==> config.mk <==
export PLATFORM = sky130hd
export DESIGN_NAME = mbg_pick
export DESIGN_NICKNAME = d
export VERILOG_FILES = /design/src/rtl/mbg_pkg.sv /design/src/rtl/mbg_pick.sv
export SDC_FILE = /design/constraint.sdc
export NUM_CORES = 1
export LEC_CHECK = 0
export BUFFER_PORTS_ARGS = -buffer_cell sky130_fd_sc_hd__buf_2
export CAP_MARGIN = 15
export CORE_AREA = 2 2 39 41
export DETAILED_ROUTE_END_ITERATION = 7
export DIE_AREA = 0 0 41 43
export SLEW_MARGIN = 20
export SYNTH_ARGS = -nofsm -noshare
export SYNTH_HDL_FRONTEND = slang
export SYNTH_SLANG_ARGS = --single-unit
==> constraint.sdc <==
create_clock -name vclk -period 2.6
set_input_delay 0.13 -clock vclk [all_inputs]
set_output_delay 0.13 -clock vclk [all_outputs]
set_load 0.01 [all_outputs]
==> src/rtl/mbg_pkg.sv <==
// Shared types and codes for the maze backtracker generator.
`timescale 1ns / 1ps
package mbg_pkg;

    localparam logic OP_START = 1'b0;
    localparam logic OP_STEP  = 1'b1;

    localparam logic [1:0] EV_START = 2'd0;
    localparam logic [1:0] EV_CARVE = 2'd1;
    localparam logic [1:0] EV_BACK  = 2'd2;
    localparam logic [1:0] EV_IDLE  = 2'd3;

    localparam logic REG_FIELD_WIDTH  = 1'b0;
    localparam logic REG_FIELD_HEIGHT = 1'b1;

    localparam logic [6:0] FIELD_DOTS_RESET = 7'd64;

    // floor(x * RECIP3 / 2^16) == floor(x / 3) for every 15-bit x
    localparam logic [14:0] RECIP3       = 15'd21846;
    localparam int          RECIP3_SHIFT = 16;

    typedef enum logic [1:0] {
        DIR_XP = 2'd0,
        DIR_XM = 2'd1,
        DIR_YP = 2'd2,
        DIR_YM = 2'd3
    } dir_t;

    typedef struct packed {
        logic found;
        dir_t dir;
    } pick_t;

endpackage

==> src/rtl/mbg_pick.sv <==
// Neighbor choice: random index modulo the count of open neighbors.
`timescale 1ns / 1ps
module mbg_pick
    import mbg_pkg::*;
(
    input  logic [3:0] avail,     // +x, -x, +y, -y
    input  logic [1:0] rnd_low,   // random word, low two bits
    input  logic [1:0] rem3,      // random word modulo 3
    output pick_t      pick
);

    always_comb
    begin
        logic [2:0] n;
        logic [2:0] sel;
        logic [2:0] seen;
        dir_t       dir;
        n    = 3'(avail[0]) + 3'(avail[1]) + 3'(avail[2]) + 3'(avail[3]);
        seen = 3'd0;
        dir  = DIR_XP;
        unique case (n)
            3'd2:    sel = {2'b00, rnd_low[0]};
            3'd3:    sel = {1'b0, rem3};
            3'd4:    sel = {1'b0, rnd_low};
            default: sel = 3'd0;
        endcase
        for (int i = 0; i < 4; i++)
        begin
            if (avail[i])
            begin
                if (seen == sel)
                begin
                    dir = dir_t'(2'(i));
                end
                seen = seen + 3'd1;
            end
        end
        pick.found = |avail;
        pick.dir   = dir;
    end

endmodule
# Word-level counts from Yosys, hierarchy flattened

Cells that the tools add are included.

Register bits: 0
Input port bits: 8
Output and inout bits: 3
Logic and storage cells: 22

Add/subtract/negate cells: 5
Eq/ne operators: 6
Muxes and demuxes: 10
Reductions and logical operators: 1

Operator list:

| cell                | number |
|---|---|
| $eq 3x3->1          | 3 |
| $mux 2              | 4 |
| $add 3x1->3 const B | 2 |
| $eq 3x2->1 const B  | 2 |
| $mux 3              | 2 |
| $pmux 2 s3          | 1 |
| $reduce_or 4->1     | 1 |
| $add 2x1->3         | 1 |
| $add 3x1->3         | 1 |
| $eq 3x3->1 const B  | 1 |
| $mux 1              | 3 |
| $add 1x1->2         | 1 |

# Longest topological paths before layout

Depth after elaboration: 12
Mapped depth: 11
Gate-level depth less buffers: 10

# Worst setup path before layout

Ideal clock, no wire load.

Kind: in2out
From: input avail[0]
To: output pick[0] in the netlist's numbering
Arrival: 2.384 ns
Data required time: 2.470 ns
Setup slack: 0.086 ns
Stages on the path: 10
Buffers on the path: 1
Cell sequence: inv_1 > fa_1 > inv_1 > ha_1 > ha_1 > and4bb_2 > or2_2 > clkbuf_1 > or3_1 > a21oi_1

RTL lines:

| item               | RTL line      | RTL |
|---|---|---|
| start: declaration | mbg_pick.sv:6 | `input logic [3:0] avail,` |
| end: declaration   | mbg_pick.sv:9 | `output pick_t pick` |

==> summary.md <==
| Metric | Value |
|---|---|
| Outcome | `finished clean` |
| Unique masters post-synth | `26` |
| Crit-path max cell delay | `0.54 ns` |
| Chip Height | `43 µm` |
| Total power draw | `0.1563 mW` |
| Top-count cell post-synth | `nor2_1` |
| Avg Cell Area, Syn | `7.483 µm²` |
| Sum Neg Setup Slack | `0 ns` |
| N_diodes | `0` |
| Area leader, netlist | `ha_1` |
| Fillcell total | `151` |
| Detailed-route via count | `410` |
| Netlist Area Pre-Place | `381.6 µm²` |
| Post-Place Cells | `83` |
| Ys Warns | `0` |
| Worst EP required | `2.47 ns` |
| Post-route minimum period | `2.547 ns` |
| Overall Global Routing Usage | `10.80%` |
| Min-delay src | `avail[3]` |
| Top cells by count, synth | `nor2_1 (6), ha_1 (5), inv_1 (5)` |
| Max-cap violation count | `0` |
| Vias per cell | `4.881` |
| Fmax | `392.7 MHz` |
| GRT Residual Overflow | `0` |
| Largest net degree at the start of global routing | `11` |
| Slew headroom | `82.93%` |
| HPWL Detailed | `727.6 µm` |
| Hold Violations, Final | `0` |
| CLK BUF | `0` |
| CP endpoint kind | `output pin` |
| Hold Path End | `pick[2]` |
| Syn Nets | `65` |
| Initial antenna violation count | `0` |
| Post-DR wirelength/cell | `11.00 µm` |
| Maximum VDD drop | `0.1091 mV` |
| Die ar. | `1763 µm²` |
| Critical path class | `input port to output pin` |
| Tightest Pin Transition | `0.2560 ns` |
| Initial Util | `27.58%` |
| Core region area | `1384 µm²` |
| Part of the Yosys area used for sequential elements | `0%` |
| Iter 0 DRT Violations | `12` |
| Port bufs | `11` |
| # setup viols final | `0` |
| Final GP Congestion | `0.6751` |
| Slowest CP cell | `fa_1` |
| Dpl ws | `-0.02980 ns` |
| Worst Setup Start Kind | `input port` |
| P&R area growth vs syn | `47.54%` |
| # rows | `14` |
| Vias in the first global route | `352` |
| Crit path top cell by count | `ha_4` |
| PnR worst setup slack | `0.05344 ns` |
| Nets | `84` |
| Top-area cell type share of the netlist area | `16.39%` |
| Die extent in x | `41 µm` |
| Final Cycle Share | `97.94%` |
| Detailed-route DRC error count | `0` |
| Leak | `0.2559 nW` |
| First drt pass iteration count | `4` |
| Final Non-Filler Cells | `84` |
| Syn Inst Count | `51` |
| Top post-synthesis cells by area | `ha_1 (16%), xnor2_1 (6.9%), and4bb_2 (6.6%)` |
| First-pass GRT wire length | `1442 µm` |
| WP buf/inv | `4` |
| Reg area | `0 µm²` |
| HP Class | `input port to output pin` |
| ANT nets after route | `0` |
| Multi-input logic area | `390.4 µm²` |
| Cell depth of the worst min-delay path | `5` |
| Sequential cells | `0` |
| Max Transition Viols Final | `0` |
| Routed WL | `924 µm` |
| # IOs | `11` |
| RSZ-0062 raised after global routing | `yes` |
| Worst-path fanout max | `4` |
| CP delay by family, top | `adder cells` |
| Pwr/cell area | `277.7 nW/µm²` |
| Proportion of layout cells with a drive suffix above 1 | `50.00%` |
| Critical Path AT | `2.42 ns` |
| Cell Chain, Critical Path | `buf_8 > inv_4 > fa_1 > inv_2 > ha_4 > ha_4 > and4bb_2 > a21oi_4 > xnor2_1 > or3_1 > a21oi_1 > buf_2` |
-- placed cells by master (no fill, tap or decap), types with 2 or more instances in the layout --
master    Yosys  routed
inv_2         0       3
buf_4         0       8
xnor2_1       3       3
ha_4          0       2
ha_1          5       3
o21ai_0       3       2
a21oi_1       2       2
xor2_1        2       2
or3_1         2       2
nand2_1       3       3
buf_2         0       9
nor2_1        6       6
and4bb_2      2       2
-- cell type report --
| class | count | area share [%] |
|---|---|---|
| inverter | 5 | 3.778 |
| multi-input combinational | 44 | 69.33 |
| timing repair buffer | 19 | 23.33 |
| tap | 16 | 3.556 |
-- logic make-up after synthesis --
kind of cell,after synthesis,synth area share (%)
AO/OA/AOI/OAI,13,25.91
XOR/XNOR,5,11.48
adder cells (fa/ha/maj),6,21.64
buffers and inverters,7,6.887
multiplexers,1,3.933
AND/OR/NAND/NOR,19,30.16
-- timing repair --
item,CTS,global route
buffers inserted,0,1
pin swaps,1,7
setup endpoints to repair,2,2
resized for setup,2,13
hold buffers,0,0
-- worst max-delay path by stage --
stage | startpoint | endpoint | slack [ns] | depth (start not counted)
finish | avail[3] | pick[0] | 0.05 | 12
floorplan | avail[0] | pick[0] | 0.09 | 10
global placement | avail[0] | pick[0] | -0.02 | 12
CTS | avail[0] | pick[0] | 0.002 | 12
detailed placement | avail[0] | pick[0] | -0.03 | 12
global route | avail[3] | pick[0] | -0.03 | 12
-- metal layers --
| metal | global-route usage, % | share of wire, % | up-vias |
|---|---|---|---|
| met5 | 0 | 0 | - |
| met4 | 0 | 0 | 0 |
| met3 | 0 | 3.8 | 0 |
| met2 | 16.88 | 49 | 9 |
| met1 | 17.14 | 47 | 185 |
| li1 | - | - | 216 |
-- per-stage QoR --
| step | area, µm² | hold WS [ns] | util [%] |
|---|---|---|---|
| after floorplan | 381.6 | 0.3883 | - |
| after global placement | 501.7 | 0.6770 | 36.26 |
| after detailed placement | 501.7 | 0.6790 | 36.26 |
| after CTS | 516.7 | 0.6811 | 37.34 |
| after global routing | 563.0 | 0.6969 | 40.69 |
| final | 563.0 | 0.6710 | 40.69 |
-- power breakdown --
group          internal (mW)  total [mW]  switching, mW
clock                      0           0              0
sequential                 0           0              0
combinational         0.0855       0.156         0.0709
total                 0.0855       0.156         0.0709
No activity file was read; power rests on OpenSTA's default activity.
